[src/design/sfpp_pkg.sv]
package sfpp_pkg;

  // field widths
  localparam int CH_W       = 4;
  localparam int BYTE_W     = 8;
  localparam int RAW_W      = 16;
  localparam int SCALED_W   = 22;
  localparam int VALUE_W    = 23;
  localparam int DIR_W      = 5;
  localparam int OUT_DATA_W = 56;

  // input request kinds carried on tuser
  localparam logic OP_BYTE = 1'b0;
  localparam logic OP_ARM  = 1'b1;

  // direction offset for negative values
  localparam logic [DIR_W-1:0] NEG_DIR_ADD = 5'd6;

  typedef enum logic {
    CMD_SAMPLE = 1'b0,
    CMD_ARM    = 1'b1
  } cmd_e;

  // classified request passed from the parser to the datapath
  typedef struct packed {
    cmd_e             kind;
    logic [CH_W-1:0]  ch;
    logic [RAW_W-1:0] raw;
    logic             last;
  } cmd_t;

endpackage

[src/design/sfpp_front.sv]
module sfpp_front #(
  parameter int CHANNELS = 12
) (
  input  logic                       clk_i,
  input  logic                       rst_ni,
  input  logic                       in_valid_i,
  input  logic                       in_ready_i,
  input  logic                       opcode_i,
  input  logic [sfpp_pkg::BYTE_W-1:0] data_byte_i,
  output logic                       push_o,
  output sfpp_pkg::cmd_t             cmd_o
);
  import sfpp_pkg::*;

  localparam int IDX_W = (CHANNELS > 1) ? $clog2(CHANNELS) : 1;
  localparam logic [IDX_W-1:0] LAST_IDX = IDX_W'(CHANNELS - 1);
  localparam logic [BYTE_W-1:0] SYNC_BYTE = 8'hFF;

  // parser phases
  localparam logic [1:0] PH_SYNC1 = 2'd0;
  localparam logic [1:0] PH_SYNC2 = 2'd1;
  localparam logic [1:0] PH_HIGH  = 2'd2;
  localparam logic [1:0] PH_LOW   = 2'd3;

  logic [1:0]        phase_q, phase_d;
  logic [IDX_W-1:0]  cnt_q, cnt_d;
  logic [BYTE_W-1:0] high_q, high_d;
  logic              accept;
  logic              last;

  assign accept = in_valid_i && in_ready_i;
  assign last   = (cnt_q == LAST_IDX);

  // sync hunt, byte pairing and classification
  always_comb begin
    phase_d     = phase_q;
    cnt_d       = cnt_q;
    high_d      = high_q;
    push_o      = 1'b0;
    cmd_o.kind  = CMD_SAMPLE;
    cmd_o.ch    = CH_W'(cnt_q);
    cmd_o.raw   = {high_q, data_byte_i};
    cmd_o.last  = last;
    if (accept) begin
      if (opcode_i == OP_ARM) begin
        push_o     = 1'b1;
        cmd_o.kind = CMD_ARM;
      end else begin
        unique case (phase_q)
          PH_SYNC1: begin
            if (data_byte_i == SYNC_BYTE) phase_d = PH_SYNC2;
          end
          PH_SYNC2: begin
            phase_d = (data_byte_i == SYNC_BYTE) ? PH_HIGH : PH_SYNC1;
          end
          PH_HIGH: begin
            high_d  = data_byte_i;
            phase_d = PH_LOW;
          end
          PH_LOW: begin
            push_o = 1'b1;
            if (last) begin
              cnt_d   = '0;
              phase_d = PH_SYNC1;
            end else begin
              cnt_d   = cnt_q + IDX_W'(1);
              phase_d = PH_HIGH;
            end
          end
          default: phase_d = PH_SYNC1;
        endcase
      end
    end
  end

  // parser state
  always_ff @(posedge clk_i or negedge rst_ni) begin
    if (!rst_ni) begin
      phase_q <= PH_SYNC1;
      cnt_q   <= '0;
      high_q  <= '0;
    end else begin
      phase_q <= phase_d;
      cnt_q   <= cnt_d;
      high_q  <= high_d;
    end
  end

  // a frame's last sample restarts the channel count
  a_last_wraps: assert property (@(posedge clk_i) disable iff (!rst_ni)
    push_o && cmd_o.kind == CMD_SAMPLE && cmd_o.last |=> cnt_q == '0)
    else $error("channel count did not wrap after frame end");

endmodule

[src/design/sfpp_queue.sv]
module sfpp_queue (
  input  logic           clk_i,
  input  logic           rst_ni,
  input  logic           push_i,
  input  sfpp_pkg::cmd_t cmd_i,
  output logic           full_o,
  input  logic           pop_i,
  output logic           valid_o,
  output sfpp_pkg::cmd_t cmd_o
);
  import sfpp_pkg::*;

  cmd_t       mem_q [2];
  logic       wr_ptr_q;
  logic       rd_ptr_q;
  logic [1:0] count_q;
  logic       do_push;
  logic       do_pop;

  assign full_o  = (count_q == 2'd2);
  assign valid_o = (count_q != 2'd0);
  assign cmd_o   = mem_q[rd_ptr_q];
  assign do_push = push_i && !full_o;
  assign do_pop  = pop_i && valid_o;

  // entry storage
  always_ff @(posedge clk_i) begin
    if (do_push) mem_q[wr_ptr_q] <= cmd_i;
  end

  // pointers and fill level
  always_ff @(posedge clk_i or negedge rst_ni) begin
    if (!rst_ni) begin
      wr_ptr_q <= 1'b0;
      rd_ptr_q <= 1'b0;
      count_q  <= 2'd0;
    end else begin
      if (do_push) wr_ptr_q <= ~wr_ptr_q;
      if (do_pop) rd_ptr_q <= ~rd_ptr_q;
      count_q <= count_q + {1'b0, do_push} - {1'b0, do_pop};
    end
  end

  // the parser must hold off while the queue is full
  a_no_overflow: assert property (@(posedge clk_i) disable iff (!rst_ni)
    push_i |-> !full_o)
    else $error("request pushed into full queue");

endmodule

[src/design/sfpp_back.sv]
module sfpp_back #(
  parameter int CHANNELS = 12
) (
  input  logic                              clk_i,
  input  logic                              rst_ni,
  input  logic                              q_valid_i,
  input  sfpp_pkg::cmd_t                    q_cmd_i,
  output logic                              q_pop_o,
  output logic                              out_valid_o,
  input  logic                              out_ready_i,
  output logic [sfpp_pkg::CH_W-1:0]         out_ch_o,
  output logic signed [sfpp_pkg::VALUE_W-1:0] out_value_o,
  output logic                              out_last_o,
  output logic [sfpp_pkg::SCALED_W-1:0]     out_peak_o,
  output logic [sfpp_pkg::DIR_W-1:0]        out_dir_o
);
  import sfpp_pkg::*;

  localparam int IDX_W = (CHANNELS > 1) ? $clog2(CHANNELS) : 1;

  logic [SCALED_W-1:0] offset_q [CHANNELS];
  logic [SCALED_W-1:0] raw_q    [CHANNELS];

  // stage 1: scaled sample and offset-corrected value
  logic                      s1_valid_q;
  logic                      s1_arm_q;
  logic [IDX_W-1:0]          s1_idx_q;
  logic                      s1_last_q;
  logic [SCALED_W-1:0]       s1_scaled_q;
  logic signed [VALUE_W-1:0] s1_sv_q;
  logic                      s1_adv;
  logic                      s1_sample_adv;
  logic                      s1_frame_last;

  // running peak and capture request
  logic [SCALED_W-1:0] peak_q;
  logic [DIR_W-1:0]    dir_q;
  logic                armed_q;

  // output register
  logic                      out_valid_q;
  logic [CH_W-1:0]           out_ch_q;
  logic signed [VALUE_W-1:0] out_value_q;
  logic                      out_last_q;
  logic [SCALED_W-1:0]       out_peak_q;
  logic [DIR_W-1:0]          out_dir_q;

  logic [IDX_W-1:0]          pop_idx;
  logic [SCALED_W-1:0]       scaled_w;
  logic signed [VALUE_W-1:0] sv_w;
  logic                      neg;
  logic [VALUE_W-1:0]        mag_full;
  logic [SCALED_W-1:0]       mag;
  logic                      gt;
  logic [SCALED_W-1:0]       new_peak;
  logic [DIR_W-1:0]          new_dir;
  logic                      capture;

  // handshake between stages; the request after a frame end is held until the
  // frame end leaves stage 1, so that it sees offsets after a capture
  assign s1_frame_last = s1_valid_q && !s1_arm_q && s1_last_q;
  assign s1_adv        = s1_valid_q && (s1_arm_q || !out_valid_q || out_ready_i);
  assign s1_sample_adv = s1_adv && !s1_arm_q;
  assign q_pop_o       = q_valid_i && (!s1_valid_q || (s1_adv && !s1_frame_last));

  // raw*33 by shift and add, then offset subtract
  assign pop_idx  = q_cmd_i.ch[IDX_W-1:0];
  assign scaled_w = SCALED_W'({q_cmd_i.raw, 5'b0}) + SCALED_W'(q_cmd_i.raw);
  assign sv_w     = $signed({1'b0, scaled_w}) - $signed({1'b0, offset_q[pop_idx]});

  // magnitude and peak compare
  assign neg      = s1_sv_q[VALUE_W-1];
  assign mag_full = neg ? VALUE_W'(-s1_sv_q) : VALUE_W'(s1_sv_q);
  assign mag      = mag_full[SCALED_W-1:0];
  assign gt       = (mag > peak_q);
  assign new_peak = gt ? mag : peak_q;
  assign new_dir  = gt ? (DIR_W'(s1_idx_q) + (neg ? NEG_DIR_ADD : '0)) : dir_q;
  assign capture  = s1_sample_adv && s1_last_q && armed_q;

  // stage 1 registers
  always_ff @(posedge clk_i or negedge rst_ni) begin
    if (!rst_ni) begin
      s1_valid_q <= 1'b0;
    end else if (q_pop_o) begin
      s1_valid_q <= 1'b1;
    end else if (s1_adv) begin
      s1_valid_q <= 1'b0;
    end
  end

  always_ff @(posedge clk_i) begin
    if (q_pop_o) begin
      s1_arm_q    <= (q_cmd_i.kind == CMD_ARM);
      s1_idx_q    <= pop_idx;
      s1_last_q   <= q_cmd_i.last;
      s1_scaled_q <= scaled_w;
      s1_sv_q     <= sv_w;
    end
  end

  // frame raw values, written per sample
  always_ff @(posedge clk_i) begin
    if (s1_sample_adv) raw_q[s1_idx_q] <= s1_scaled_q;
  end

  // offsets, copied from the frame at a capture
  always_ff @(posedge clk_i or negedge rst_ni) begin
    if (!rst_ni) begin
      for (int k = 0; k < CHANNELS; k++) offset_q[k] <= '0;
    end else if (capture) begin
      for (int k = 0; k < CHANNELS; k++) begin
        offset_q[k] <= (IDX_W'(k) == s1_idx_q) ? s1_scaled_q : raw_q[k];
      end
    end
  end

  // peak tracking and capture arming
  always_ff @(posedge clk_i or negedge rst_ni) begin
    if (!rst_ni) begin
      peak_q  <= '0;
      dir_q   <= '0;
      armed_q <= 1'b0;
    end else if (s1_adv) begin
      if (s1_arm_q) begin
        armed_q <= 1'b1;
      end else if (s1_last_q) begin
        peak_q  <= '0;
        dir_q   <= '0;
        armed_q <= 1'b0;
      end else begin
        peak_q <= new_peak;
        dir_q  <= new_dir;
      end
    end
  end

  // output register
  always_ff @(posedge clk_i or negedge rst_ni) begin
    if (!rst_ni) begin
      out_valid_q <= 1'b0;
    end else if (s1_sample_adv) begin
      out_valid_q <= 1'b1;
    end else if (out_ready_i) begin
      out_valid_q <= 1'b0;
    end
  end

  always_ff @(posedge clk_i) begin
    if (s1_sample_adv) begin
      out_ch_q    <= CH_W'(s1_idx_q);
      out_value_q <= s1_sv_q;
      out_last_q  <= s1_last_q;
      out_peak_q  <= s1_last_q ? new_peak : '0;
      out_dir_q   <= s1_last_q ? new_dir : '0;
    end
  end

  assign out_valid_o = out_valid_q;
  assign out_ch_o    = out_ch_q;
  assign out_value_o = out_value_q;
  assign out_last_o  = out_last_q;
  assign out_peak_o  = out_peak_q;
  assign out_dir_o   = out_dir_q;

  // peak fields only carry data on the frame's last channel
  a_peak_only_at_end: assert property (@(posedge clk_i) disable iff (!rst_ni)
    out_valid_q && !out_last_q |-> out_peak_q == '0 && out_dir_q == '0)
    else $error("peak reported before frame end");

  // a frame end always disarms capture and clears the running peak
  a_frame_end_clears: assert property (@(posedge clk_i) disable iff (!rst_ni)
    s1_sample_adv && s1_last_q |=> !armed_q && peak_q == '0 && dir_q == '0)
    else $error("frame end left capture or peak state behind");

endmodule

[src/design/sensor_frame_parser_peak.sv]
// a result passes the queue entry, stage 1 and the output register before m_axis
// throughput: one request per cycle while the queue is not full; the datapath
//   holds back the request after a frame's last channel so it sees updated offsets
// a two-entry queue between parser and datapath lets each side stall alone
// reset: asynchronous, active low; parser waits for sync, offsets and peak zero
module sensor_frame_parser_peak #(
  parameter int CHANNELS = 12
) (
  input  logic                                clk_i,
  input  logic                                rst_ni,
  input  logic                                s_axis_tvalid,
  output logic                                s_axis_tready,
  input  logic [sfpp_pkg::BYTE_W-1:0]         s_axis_tdata,  // data_byte
  input  logic                                s_axis_tuser,  // opcode
  output logic                                m_axis_tvalid,
  input  logic                                m_axis_tready,
  // channel[3:0], value[26:4], peak_value[48:27], peak_direction[53:49], zero
  output logic [sfpp_pkg::OUT_DATA_W-1:0]     m_axis_tdata,
  output logic                                m_axis_tlast   // frame_end
);
  import sfpp_pkg::*;

  logic                      push;
  cmd_t                      push_cmd;
  logic                      q_full;
  logic                      q_valid;
  logic                      q_pop;
  cmd_t                      q_cmd;
  logic [CH_W-1:0]           out_ch;
  logic signed [VALUE_W-1:0] out_value;
  logic [SCALED_W-1:0]       out_peak;
  logic [DIR_W-1:0]          out_dir;

  assign s_axis_tready = !q_full;

  // sync hunt and request classification
  sfpp_front #(
    .CHANNELS (CHANNELS)
  ) u_front (
    .clk_i       (clk_i),
    .rst_ni      (rst_ni),
    .in_valid_i  (s_axis_tvalid),
    .in_ready_i  (s_axis_tready),
    .opcode_i    (s_axis_tuser),
    .data_byte_i (s_axis_tdata),
    .push_o      (push),
    .cmd_o       (push_cmd)
  );

  // decoupling queue
  sfpp_queue u_queue (
    .clk_i   (clk_i),
    .rst_ni  (rst_ni),
    .push_i  (push),
    .cmd_i   (push_cmd),
    .full_o  (q_full),
    .pop_i   (q_pop),
    .valid_o (q_valid),
    .cmd_o   (q_cmd)
  );

  // scaling, offset correction, peak tracking
  sfpp_back #(
    .CHANNELS (CHANNELS)
  ) u_back (
    .clk_i       (clk_i),
    .rst_ni      (rst_ni),
    .q_valid_i   (q_valid),
    .q_cmd_i     (q_cmd),
    .q_pop_o     (q_pop),
    .out_valid_o (m_axis_tvalid),
    .out_ready_i (m_axis_tready),
    .out_ch_o    (out_ch),
    .out_value_o (out_value),
    .out_last_o  (m_axis_tlast),
    .out_peak_o  (out_peak),
    .out_dir_o   (out_dir)
  );

  // pack result fields
  assign m_axis_tdata = {2'b00, out_dir, out_peak, out_value, out_ch};

endmodule

[config.mk]
export PLATFORM = sky130hd
export DESIGN_NAME = sensor_frame_parser_peak
export DESIGN_NICKNAME = d
export VERILOG_FILES = /design/src/design/sfpp_pkg.sv /design/src/design/sfpp_front.sv /design/src/design/sfpp_queue.sv /design/src/design/sfpp_back.sv /design/src/design/sensor_frame_parser_peak.sv
export SDC_FILE = /design/constraint.sdc
export NUM_CORES = 1
export LEC_CHECK = 0
export ABC_AREA = 1
export ABC_CLOCK_PERIOD_IN_PS = 11150
export BUFFER_PORTS_ARGS = -buffer_cell sky130_fd_sc_hd__buf_4
export CORE_ASPECT_RATIO = 0.7
export CORE_MARGIN = 3
export CORE_UTILIZATION = 39
export DETAILED_ROUTE_END_ITERATION = 10
export GPL_ROUTABILITY_DRIVEN = 0
export PLACE_DENSITY = 0.53
export SYNTH_ARGS = -nofsm -noshare
export SYNTH_HDL_FRONTEND = slang
export SYNTH_HIERARCHICAL = 1
export SYNTH_SLANG_ARGS = --single-unit
[constraint.sdc]
create_clock -name clk_i -period 11.15 [get_ports clk_i]
set_input_delay 0.5575 -clock clk_i [delete_from_list [all_inputs] [get_ports clk_i]]
set_output_delay 0.5575 -clock clk_i [all_outputs]
set_load 0.1 [all_outputs]
==> metrics.md <==
| Metric | Value |
|---|---|
| Hpwl dp | approximately 54,000 µm |
| M1 GR Usage | between 30 and 40% |
| Filler cells | slightly below 8,000 |
| DRC violation count after routing | 0 |
| Worst min path class | input pin to flop |
| Outcome | complete, no violations |
| Commonest cells in the netlist | nand2_1, edfxtp_1, nor2_1 |
| Yosys warning count | 6 |
| Core Rows | slightly below 90 |
| Maxcap violations | 0 |
| Post-CTS Setup Bufs | 0 |
| Vias in the first global route | around 22,000 |
| Final #Nets | between 3,000 and 4,000 |
| First-pass GRT wire length | 140,400 µm |
| GR Overflow Total | 0 |
| Period Utilization, post-route | 50.97% |
| Startpoint Class | flop |
| Final setup fails | 0 |
| Post-synth ARST share | a little over two fifths |
| Initial antenna violation count | 2 |
| Main synth FF type | edfxtp_1 |
| H-tree levels | 3 |
| RSZ-0062 raised after global routing | no |
| Max frequency | 0.1760 GHz |
| # port buffers | slightly below 70 |
| Synth cell types | 50 |
| Headroom to the max-slew limit | ~17% |
| Setup tns final | 0 ns |
| Share of post-route cells with drive strength above 1 | 8.953% |
| GRT busiest layer | met1 |
| Most numerous cell in the Yosys netlist | nand2_1 |
| Clock latency on the worst-skew pair | ~0.63 ns |
| Die area | 87,130 µm² |
| Clk root buf | clkbuf_16 |
| Pins Over Slew Limit | 0 |
| Routed Antenna Nets | 0 |
| Overall die width | around 350 µm |
| Register bit total from synthesis | approximately 730 |
| Global-route usage over all layers | 21.17% |
| R2r worst-path depth | 27 |
| CTS tree | yes |
| ANT cells | 0 |
| Clock Sinks | slightly above 700 |
| Cell Area, Synth | roughly 33,000 µm² |
| Total core area | between 80,000 and 90,000 µm² |
| Number of synthesized flops with an enable pin | around 410 |
| Met2 Track Usage GR | between 30% and 40% |
| Longest Clk Path Bufs | 3 |
| Post-CTS Resized | 0 |
| Worst setup path end | u_back/s1_sv_q[20] |
| Largest cells by area after synthesis | edfxtp_1, dfrtp_1, nand2_1, o21ai_0, nor2_1 |
| Critical-path maximum fanout | about 90 |
| DRC marker count from the first detailed-route iteration | approximately 2,400 |
| FF-to-FF Start | u_queue/rd_ptr_q |
| Worst hold slack | around 0.14 ns |
| I/O pin count | just over 70 |
| R2R setup slack | roughly 5.5 ns |
| Launch point of the worst path | u_queue/rd_ptr_q |
| CTS clk-pin slew, worst paths | around 0.06 ns |
| FF-to-FF End | u_back/s1_sv_q[20] |
| Die Ht | roughly 250 µm |
| Top cell type by total area after synthesis | edfxtp_1 |
| CP arrival | 6.05 ns |
| Worst Tran Pin Value | roughly 1.2 ns |
| Post-synth top area share | between 30% and 40% |
| Final WL | 92,820 µm |
| Pin count of the biggest net entering global routing | approximately 130 |
| Required @ worst endpoint | 11.52 ns |
| TritonCTS Buffers | approximately 70 |
| Wire per inst | roughly 21 µm |
| Minimum clock period | 5.683 ns |
| Initial Util | 39.47% |
| Vias after detailed routing | between 20,000 and 25,000 |
| Met3 Use GR | under 10% |
| Post-synthesis cell count | 3,258 |
| 1st-pass router iterations | 6 |
| Fin. Hold Viols | 0 |
| CP Capture Type | flop |
| Critical path class | flop to flop |
| Vias per inst | 5.421 |
| Register area share after synthesis | 62.10% |
| Synthesis-to-layout area growth | 11.38% |
| Clk_skew | between 0.015 and 0.02 ns |
| Avg Synthesized Cell Area | 10.00 µm² |
## layout make-up
type,instances,area (µm²),share of cell area [%]
Inverter,310,1172,3.229
Timing Repair Buffer,112,850.8,2.344
Clock inverter,26,301.5,0.8306
Multi-Input combinational cell,2014,10310,28.40
Sequential cell,726,20240,55.75
Tap cell,1080,1351,3.722
Clock buffer,107,2078,5.725
## worst max-delay path, stage by stage (launching register included)
cell and delay (ns):
dfrtp_1 0.68, inv_2 0.47, nand2_1 0.16, nand2_4 0.11, buf_4 0.80, buf_4 0.63
a21oi_1 0.14, o21ai_0 0.11, nand3_1 0.10, a32o_1 0.29, inv_1 0.08, ha_1 0.29
nand2_1 0.10, nand2_1 0.05, a31oi_1 0.27, nor2_1 0.07, nor2_1 0.22, nor2_1 0.08
nand2_1 0.06, nand3_1 0.10, nand2_1 0.10, nand2_2 0.08, nand2_2 0.07, nand2_2 0.05
nand2_1 0.07, nand2_1 0.05, nand2_1 0.06, nand2_1 0.05
## logic make-up (layout without fill, tap and decap cells)
| group | count (synthesis) | in the layout | share of synthesized area, % |
|---|---|---|---|
| AND/OR/NAND/NOR | 1111 | 1111 | 13.90 |
| AO/OA/AOI/OAI | 796 | 796 | 13.74 |
| flip-flops | 726 | 726 | 62.10 |
| buffers and inverters | 519 | 555 | 6.656 |
| adder cells (fa/ha/maj) | 61 | 61 | 2.411 |
| XOR/XNOR | 44 | 44 | 1.182 |
| other | 1 | 2 | 0.01151 |
## state kept, by name, summed over array words and instances (netlist names), 2 cells and up
register / count
u_back/dir_q: 5
u_back/raw_q: 264
u_back/peak_q: 22
u_front/phase_q: 2
u_back/s1_idx_q: 4
u_front/high_q: 8
u_queue/count_q: 2
u_back/out_peak_o: 22
u_back/out_ch_o: 4
u_queue/mem_q: 44
u_back/s1_scaled_q: 22
u_back/s1_sv_q: 23
u_back/offset_q: 264
u_back/out_dir_o: 5
u_back/out_value_o: 23
u_front/cnt_q: 4
## layer usage
layer  share of wire, %  vias up
met5                  0        -
met4                2.2        0
met3                6.8      129
met2                 42      788
met1                 49    11670
li1                   -    11130
## worst min-delay path by stage
stage	start	endpoint	cells past startpoint
6_report	s_axis_tdata[5]	u_queue/mem_q[1][6]	1
5_1_grt	s_axis_tdata[5]	u_queue/mem_q[1][6]	1
4_1_cts	s_axis_tdata[5]	u_queue/mem_q[1][6]	1
3_5_place_dp	u_queue/wr_ptr_q	u_queue/wr_ptr_q	2
3_3_place_gp	u_front/high_q[6]	u_queue/mem_q[1][15]	0
2_1_floorplan	rst_ni	u_back/armed_q	0
## cell usage in the layout (no fill, tap or decap), types with 11 or more instances in the layout
master     synthesis  routed
inv_2              8      12
nand3_1          111     111
a32o_1            15      15
a21oi_1          151     151
xnor2_1           16      16
inv_1            298     293
nor2_1           359     345
xor2_1            28      28
dfrtp_1          312     312
nand2_2           20      20
o21ai_0          311     311
clkbuf_1         112      25
edfxtp_1         414     414
nand2_1          572     570
ha_1              58      58
buf_4             15     110
a31oi_1          123     123
o21ai_1           11      11
o22ai_1          169     169
nor2_4             3      16
clkbuf_16          0      76
nand4_1           15      15
## through the flow
stage	worst slack [ns]	instance area, µm²	std cells	utilization, %
6_report	5.467	36300	4375	43.96
5_1_grt	5.070	36300	4375	43.96
4_1_cts	5.577	36300	4375	43.96
3_5_place_dp	5.600	33910	4241	41.07
3_3_place_gp	5.598	33910	4241	41.07
2_1_floorplan	7.448	32600	3259	-
## repair_timing
item	4_1_cts	5_1_grt
hold buffers	1	0
hold endpoints to repair	83	0
endpoints found under the setup margin	0	0
Power is left out: the tool's default activity adds up to more than one toggle a clock period on the data nets, which glitch-free logic cannot reach.
